$ cat config.mk
export PLATFORM = sky130hd
export DESIGN_NAME = crc_checked_word_pair_receiver
export DESIGN_NICKNAME = d
export VERILOG_FILES = /design/src/rtl/crcwp_pkg.sv /design/src/rtl/crc_checked_word_pair_receiver.sv
export SDC_FILE = /design/constraint.sdc
export NUM_CORES = 1
export LEC_CHECK = 0
export ABC_AREA = 1
export ABC_CLOCK_PERIOD_IN_PS = 3610
export BUFFER_PORTS_ARGS = -buffer_cell sky130_fd_sc_hd__buf_2
export CORE_MARGIN = 1
export CORE_UTILIZATION = 40
export CTS_CLUSTER_DIAMETER = 200
export DETAILED_ROUTE_END_ITERATION = 7
export GPL_TIMING_DRIVEN = 0
export MAX_ROUTING_LAYER = met4
export PLACE_DENSITY = 0.62
export SLEW_MARGIN = 20
export SYNTH_ARGS = -nofsm -noshare
export SYNTH_HDL_FRONTEND = slang
export SYNTH_SLANG_ARGS = --single-unit
$ cat constraint.sdc
create_clock -name clk_i -period 3.61 [get_ports clk_i]
set_input_delay 1.083 -clock clk_i [delete_from_list [all_inputs] [get_ports clk_i]]
set_output_delay 1.083 -clock clk_i [all_outputs]
set_load 0.02 [all_outputs]
$ cat src/rtl/crcwp_pkg.sv
`timescale 1ns / 1ps

package crcwp_pkg;

  localparam int unsigned FrameBytes = 6;
  localparam int unsigned PosWidth   = $clog2(FrameBytes);

  localparam logic [7:0] CrcPolyReset  = 8'h31;
  localparam logic [7:0] CrcStartReset = 8'hFF;

  typedef enum logic [0:0] {
    CFG_CRC_POLY  = 1'b0,
    CFG_CRC_START = 1'b1
  } crcwp_cfg_e;

  typedef enum logic [1:0] {
    ST_OK         = 2'd0,
    ST_FIRST_BAD  = 2'd1,
    ST_SECOND_BAD = 2'd2
  } crcwp_status_e;

  typedef enum logic [PosWidth-1:0] {
    POS_W1_HI  = 3'd0,
    POS_W1_LO  = 3'd1,
    POS_W1_CRC = 3'd2,
    POS_W2_HI  = 3'd3,
    POS_W2_LO  = 3'd4,
    POS_W2_CRC = 3'd5
  } crcwp_pos_e;

  typedef struct packed {
    logic [7:0] rx_byte;
    logic       frame_start;
  } crcwp_req_t;

  typedef struct packed {
    logic [15:0]   first_word;
    logic [15:0]   second_word;
    crcwp_status_e frame_status;
  } crcwp_rsp_t;

  // MSB-first CRC-8 over one byte
  function automatic logic [7:0] crc8_absorb(logic [7:0] rem, logic [7:0] data,
                                             logic [7:0] poly);
    logic [7:0] r;
    r = rem ^ data;
    for (int k = 0; k < 8; k++) begin
      if (r[7]) begin
        r = {r[6:0], 1'b0} ^ poly;
      end else begin
        r = {r[6:0], 1'b0};
      end
    end
    return r;
  endfunction

endpackage

$ cat src/rtl/crc_checked_word_pair_receiver.sv
`timescale 1ns / 1ps

// Receives a six-byte sensor frame one byte per request: first word (MSB
// first), its CRC-8, second word, its CRC-8. After the sixth byte one result
// carries both words and a status (ok, first word bad, second word bad; the
// first word wins when both fail); words read zero unless the status is ok.
// frame_start forces the byte to frame position 0 and drops any partial
// frame. CRC is MSB first with the polynomial and start value from the two
// configuration registers (reset 0x31 and 0xFF), reloaded per word. One byte
// is taken every clock unless the last byte of a frame meets a stalled result;
// a byte passes an input register and the combinational CRC-8 update into a
// registered result. Bytes that produce no result keep flowing during a stall.
module crc_checked_word_pair_receiver (
  input  logic                     clk_i,
  input  logic                     rst_ni,
  input  logic                     cfg_we_i,
  input  crcwp_pkg::crcwp_cfg_e    cfg_idx_i,
  input  logic [7:0]               cfg_wdata_i,
  input  logic                     in_valid_i,
  output logic                     in_stall_o,
  input  crcwp_pkg::crcwp_req_t    in_req_i,
  output logic                     out_valid_o,
  input  logic                     out_stall_i,
  output crcwp_pkg::crcwp_rsp_t    out_rsp_o
);

  logic [7:0] poly_q, start_q;

  logic                  in_valid_q;
  crcwp_pkg::crcwp_req_t in_req_q;

  logic [crcwp_pkg::PosWidth-1:0] pos_q, pos_d;
  logic [7:0]  rem_q, rem_d;
  logic [15:0] word1_q, word1_d;
  logic [15:0] word2_q, word2_d;
  logic        fail1_q, fail1_d;

  logic                  out_valid_q, out_valid_d;
  crcwp_pkg::crcwp_rsp_t out_rsp_q, out_rsp_d;

  crcwp_pkg::crcwp_pos_e pos;
  logic                  out_busy, proc_go, in_load;
  logic [7:0]            crc_in, crc_out;
  crcwp_pkg::crcwp_status_e status;

  always_ff @(posedge clk_i or negedge rst_ni) begin
    if (!rst_ni) begin
      poly_q  <= crcwp_pkg::CrcPolyReset;
      start_q <= crcwp_pkg::CrcStartReset;
    end else if (cfg_we_i) begin
      case (cfg_idx_i)
        crcwp_pkg::CFG_CRC_POLY:  poly_q  <= cfg_wdata_i;
        crcwp_pkg::CFG_CRC_START: start_q <= cfg_wdata_i;
        default: ;
      endcase
    end
  end

  always_comb begin
    if (in_req_q.frame_start ||
        pos_q >= crcwp_pkg::PosWidth'(crcwp_pkg::FrameBytes)) begin
      pos = crcwp_pkg::POS_W1_HI;
    end else begin
      pos = crcwp_pkg::crcwp_pos_e'(pos_q);
    end
  end

  assign out_busy   = out_valid_q && out_stall_i;
  assign proc_go    = in_valid_q && !(out_busy && pos == crcwp_pkg::POS_W2_CRC);
  assign in_stall_o = in_valid_q && !proc_go;
  assign in_load    = in_valid_i && !in_stall_o;

  always_ff @(posedge clk_i or negedge rst_ni) begin
    if (!rst_ni) begin
      in_valid_q <= 1'b0;
    end else if (in_load) begin
      in_valid_q <= 1'b1;
    end else if (proc_go) begin
      in_valid_q <= 1'b0;
    end
  end

  always_ff @(posedge clk_i) begin
    if (in_load) begin
      in_req_q <= in_req_i;
    end
  end

  assign crc_in  = (pos == crcwp_pkg::POS_W1_HI || pos == crcwp_pkg::POS_W2_HI) ?
                   start_q : rem_q;
  assign crc_out = crcwp_pkg::crc8_absorb(crc_in, in_req_q.rx_byte, poly_q);

  always_comb begin
    if (fail1_q) begin
      status = crcwp_pkg::ST_FIRST_BAD;
    end else if (rem_q != in_req_q.rx_byte) begin
      status = crcwp_pkg::ST_SECOND_BAD;
    end else begin
      status = crcwp_pkg::ST_OK;
    end
  end

  always_comb begin
    pos_d       = pos_q;
    rem_d       = rem_q;
    word1_d     = word1_q;
    word2_d     = word2_q;
    fail1_d     = fail1_q;
    out_valid_d = out_valid_q && out_stall_i;
    out_rsp_d   = out_rsp_q;
    if (proc_go) begin
      pos_d = (pos == crcwp_pkg::POS_W2_CRC) ? '0 : crcwp_pkg::PosWidth'(pos + 1'b1);
      case (pos)
        crcwp_pkg::POS_W1_HI: begin
          rem_d   = crc_out;
          word1_d = {in_req_q.rx_byte, 8'h00};
        end
        crcwp_pkg::POS_W1_LO: begin
          rem_d   = crc_out;
          word1_d = {word1_q[15:8], in_req_q.rx_byte};
        end
        crcwp_pkg::POS_W1_CRC: begin
          fail1_d = rem_q != in_req_q.rx_byte;
        end
        crcwp_pkg::POS_W2_HI: begin
          rem_d   = crc_out;
          word2_d = {in_req_q.rx_byte, 8'h00};
        end
        crcwp_pkg::POS_W2_LO: begin
          rem_d   = crc_out;
          word2_d = {word2_q[15:8], in_req_q.rx_byte};
        end
        default: begin
          out_valid_d            = 1'b1;
          out_rsp_d.frame_status = status;
          out_rsp_d.first_word   = (status == crcwp_pkg::ST_OK) ? word1_q : 16'h0000;
          out_rsp_d.second_word  = (status == crcwp_pkg::ST_OK) ? word2_q : 16'h0000;
        end
      endcase
    end
  end

  always_ff @(posedge clk_i or negedge rst_ni) begin
    if (!rst_ni) begin
      pos_q       <= '0;
      rem_q       <= '0;
      word1_q     <= '0;
      word2_q     <= '0;
      fail1_q     <= 1'b0;
      out_valid_q <= 1'b0;
    end else begin
      pos_q       <= pos_d;
      rem_q       <= rem_d;
      word1_q     <= word1_d;
      word2_q     <= word2_d;
      fail1_q     <= fail1_d;
      out_valid_q <= out_valid_d;
    end
  end

  always_ff @(posedge clk_i) begin
    out_rsp_q <= out_rsp_d;
  end

  assign out_valid_o = out_valid_q;
  assign out_rsp_o   = out_rsp_q;

  a_pos_range : assert property (@(posedge clk_i) disable iff (!rst_ni)
    pos_q < crcwp_pkg::PosWidth'(crcwp_pkg::FrameBytes))
    else $error("byte position out of frame");

  a_bad_zero : assert property (@(posedge clk_i) disable iff (!rst_ni)
    out_valid_q && out_rsp_q.frame_status != crcwp_pkg::ST_OK |->
      out_rsp_q.first_word == 16'h0000 && out_rsp_q.second_word == 16'h0000)
    else $error("words not cleared on failed frame");

  a_stall_cause : assert property (@(posedge clk_i) disable iff (!rst_ni)
    in_stall_o |-> out_valid_o && out_stall_i)
    else $error("input stalled without a blocked result");

  a_result_src : assert property (@(posedge clk_i) disable iff (!rst_ni)
    $rose(out_valid_q) |-> $past(proc_go) && $past(pos) == crcwp_pkg::POS_W2_CRC)
    else $error("result not caused by last frame byte");

endmodule

==> flow_metrics.env <==
export IMPL_hold_end="out_rsp_o[0]$_DFFE_PP_"
export IMPL_firstDrtPassIters=5
export IMPL_final_common_cell="nand2_1"
export IMPL_seq_power_share=0.297
export IMPL_netlist_area_sq_um=5780
export IMPL_cp_slowest_stage_delay_ns=0.39
export IMPL_worst_slack_ns=-0.236
export IMPL_clk_pin_slew_ns=0.07
export IMPL_max_slew_margin=0.386
export IMPL_place_ws_ns=-0.577
export IMPL_grt_pass1_vias=4649
export IMPL_grt_usage=0.202
export IMPL_layout_common_cells="154 x nand2_1, 98 x inv_1, 71 x nand3_1"
export IMPL_fp_dieArea_sq_um=14900
export IMPL_switching_share=0.430
export IMPL_p_int_mw=3.13
export IMPL_htree_num_levels=3
export IMPL_outcome="complete, but fails checks"
export IMPL_fin_cells=995
export IMPL_synth_top_cell_by_area="edfxtp_1"
export IMPL_power_density_nw_per_um2=757
export IMPL_rsz0062_at_grt="yes"
export IMPL_cp_slowest_cell="dfrtp_1"
export IMPL_syn2layout_area_growth_pct=25.5
export IMPL_stdcell_area_sq_um=7250
export IMPL_ys_seq_area_frac=0.495
export IMPL_die_y_um=122
export IMPL_synth_nets=730
export IMPL_violations="negative setup slack"
export IMPL_ff2ff_path_depth=33
export IMPL_fp_row_count=43
export IMPL_timing_fmax_ghz=0.260
export IMPL_io_buffers=58
export IMPL_wl_per_cell_um=13.9
export IMPL_yosys_cell_types_count=36
export IMPL_timing_rr_start="pos_q[1]$_DFFE_PN0P_"
export IMPL_p_comb_frac=0.516
export IMPL_worst_setup_path_end_kind="flop"
export IMPL_p_leak_nw=3.38
export IMPL_fin_crit_sh=1.07
export IMPL_grt_max_degree=63
export IMPL_start_util=0.413
export IMPL_holdPathStages=0
export IMPL_gp_congestion=0.921
export IMPL_yosysTopAreaCellShare=0.224
export IMPL_n_antenna_cell=0
export IMPL_ys_warn_count=0
export IMPL_cts_sinks=105
export IMPL_cts_path_max_buffers=2
export IMPL_detail_route_antenna_nets=0
export IMPL_cts_root_buf="clkbuf_16"
export IMPL_antenna_found_initial=0
export IMPL_peakVddDrop_mv=0.343
export IMPL_critPathMostFrequentCell="nand2_1"
export IMPL_numCtsBuffers=9
export IMPL_max_cap_viol_count=0
export IMPL_fp_dieW_um=122
export IMPL_dp_cells=945
export IMPL_routed_wl_um=13800
export IMPL_viasPerCell=4.93
export IMPL_fin_skew_ns=0.00789
export IMPL_dp_final_hpwl_um=9680
export IMPL_power_switching_mw=2.36
export IMPL_clkLatencyLatePin_ns=0.35
export IMPL_setup_viol=8
export IMPL_coreArea_sq_um=14000
export IMPL_final_min_clock_period_ns=3.85
export IMPL_criticalPathCategory="reg -> reg"
export IMPL_slew_viol_final=0
export IMPL_critPathLaunchType="flop"
export IMPL_worstMarginPinSlew_ns=0.914
export IMPL_grt_pass1_wl_um=22500
export IMPL_hold_path_class="reg -> reg"
export IMPL_worstHoldStart="fail1_q$_DFFE_PN0P_"
export IMPL_ios=59
export IMPL_r2r_end="rem_q[6]$_DFFE_PN0P_"
export IMPL_hold_viol_final=0
export IMPL_avgSynthCellArea_sq_um=8.18
export IMPL_cp_arrival_ns=4.08
export IMPL_drc=0
export IMPL_ys_seq_elements=105
export IMPL_cts_tree="built"
export IMPL_power_mw=5.49
export IMPL_crit_required_ns=3.85
export IMPL_synth_cells=706
export IMPL_drt_iter0_markers=307
export IMPL_reg2reg_slack_ns=-0.24
export IMPL_grt_overflow_total=0
export IMPL_fin_nets=834
export IMPL_cp_max_fo=7
export IMPL_p_clk_frac=0.187
export IMPL_netlist_top_cells_area="edfxtp_1 22%, dfrtp_1 22%, nand2_1 11%"
export IMPL_drive_above_1_share=0.282
export IMPL_vias=4906
export IMPL_place_area_sq_um=6330
metal layers:
| layer | GRT usage | vias up | wire length [um] |
|---|---|---|---|
| met4 | 0.0625 | 0 | 268 |
| met3 | 0.0300 | 21 | 590 |
| met1 | 0.266 | 2306 | 6420 |
| li1 | - | 2463 | - |
| met5 | - | - | 0 |
| met2 | 0.322 | 116 | 6510 |
how the worst max path moves through the flow:
stage / startpoint / end / slack (ns)
global route: in_req_q[0]$_DFFE_PP_ / rem_q[6]$_DFFE_PN0P_ / -0.48
global placement: out_stall_i / out_rsp_o[2]$_SDFFCE_PP0P_ / -0.58
floorplan: pos_q[2]$_DFFE_PN0P_ / rem_q[3]$_DFFE_PN0P_ / 0.01
CTS: in_req_q[0]$_DFFE_PP_ / rem_q[6]$_DFFE_PN0P_ / -0.11
detailed placement: pos_q[2]$_DFFE_PN0P_ / rem_q[6]$_DFFE_PN0P_ / -0.58
finish: pos_q[1]$_DFFE_PN0P_ / rem_q[6]$_DFFE_PN0P_ / -0.24
worst max-delay path, delay by kind of cell (launching register included):
| family | cells | cell delay (ns) |
|---|---|---|
| buffers and inverters | 9 | 0.82 |
| adders and majority gates | 1 | 0.18 |
| and+or+nand+nor | 20 | 1.70 |
| DFF | 1 | 0.39 |
| xor gates and xnor gates | 3 | 0.63 |
power by group through the flow:
stage	logic, mW	clock network [mW]	registers (mW)
after floorplan	1.86	0	1.62
after global placement	2.23	0	1.64
after detailed placement	2.29	0	1.65
after CTS	2.66	1.05	1.63
after global routing	3.16	1.10	1.65
final	2.83	1.03	1.63
layout make-up:
| type | instances | area, sq um |
|---|---|---|
| Buffer | 20 | 130 |
| Inverter | 112 | 440 |
| Timing Repair Buffer | 93 | 596 |
| Clock inverter | 7 | 92.6 |
| Sequential cell | 105 | 2860 |
| Tap cell | 180 | 225 |
| Fill cell | 1320 | 6740 |
| Multi-Input combinational cell | 469 | 2690 |
| Clock buffer | 9 | 225 |
per-stage QoR:
| step | hold slack (ns) | TNS [ns] | utilization |
|---|---|---|---|
| 2_1_floorplan | 0.447 | 0 | - |
| 6_report | 0.480 | -1.57 | 0.518 |
| 3_3_place_gp | 0.461 | -23.42 | 0.450 |
| 4_1_cts | 0.481 | -0.605 | 0.509 |
| 5_1_grt | 0.496 | -3.42 | 0.518 |
| 3_5_place_dp | 0.463 | -4.48 | 0.453 |
sequential cells by signal (all words and copies together), names as in the netlist:
name and cells:
pos_q 3, word1_q 16, start_q 8, in_req_q 9
in_valid_q 1, out_valid_o 1, poly_q 8, rem_q 8
fail1_q 1, word2_q 16, out_rsp_o 34
Yosys cell counts:
cell,instances
nor3_1,3
nand2_4,3
nand2_2,20
clkbuf_1,8
nor2_2,2
a21oi_1,10
xor2_4,1
xor2_1,17
buf_1,2
o21ai_0,44
nor2_1,66
nor2_8,1
a21oi_4,1
xnor2_1,12
clkbuf_8,1
buf_6,5
nand4_1,5
o211ai_1,1
clkinv_1,2
o22ai_1,9
inv_1,103
o21ai_1,1
nand2_1,168
buf_2,3
inv_2,7
dfstp_2,11
nor2_4,1
nand3_2,9
a2111oi_0,1
ha_1,1
dfrtp_1,51
nand3_1,90
nand3_4,2
clkbuf_4,1
edfxtp_1,43
o21a_1,1
repair_timing:
| action | in CTS | in global routing |
|---|---|---|
| pin swaps | 30 | 41 |
| setup endpoints to repair | 8 | 8 |
| hold buffers | 0 | 0 |
| buffers inserted | 27 | 7 |
| resized for setup | 56 | 21 |
cells by family (layout without fill, tap and decap cells):
family | after synthesis | count (layout) | synth area share
AND/OR/NAND/NOR | 370 | 370 | 0.295
buffers and inverters | 132 | 241 | 0.0953
flip-flops | 105 | 105 | 0.495
AO/OA/AOI/OAI | 68 | 68 | 0.0643
XOR/XNOR | 30 | 30 | 0.0487
adder cells (fa/ha/maj) | 1 | 1 | 0.00217
No activity file was read; power rests on OpenSTA's default activity.
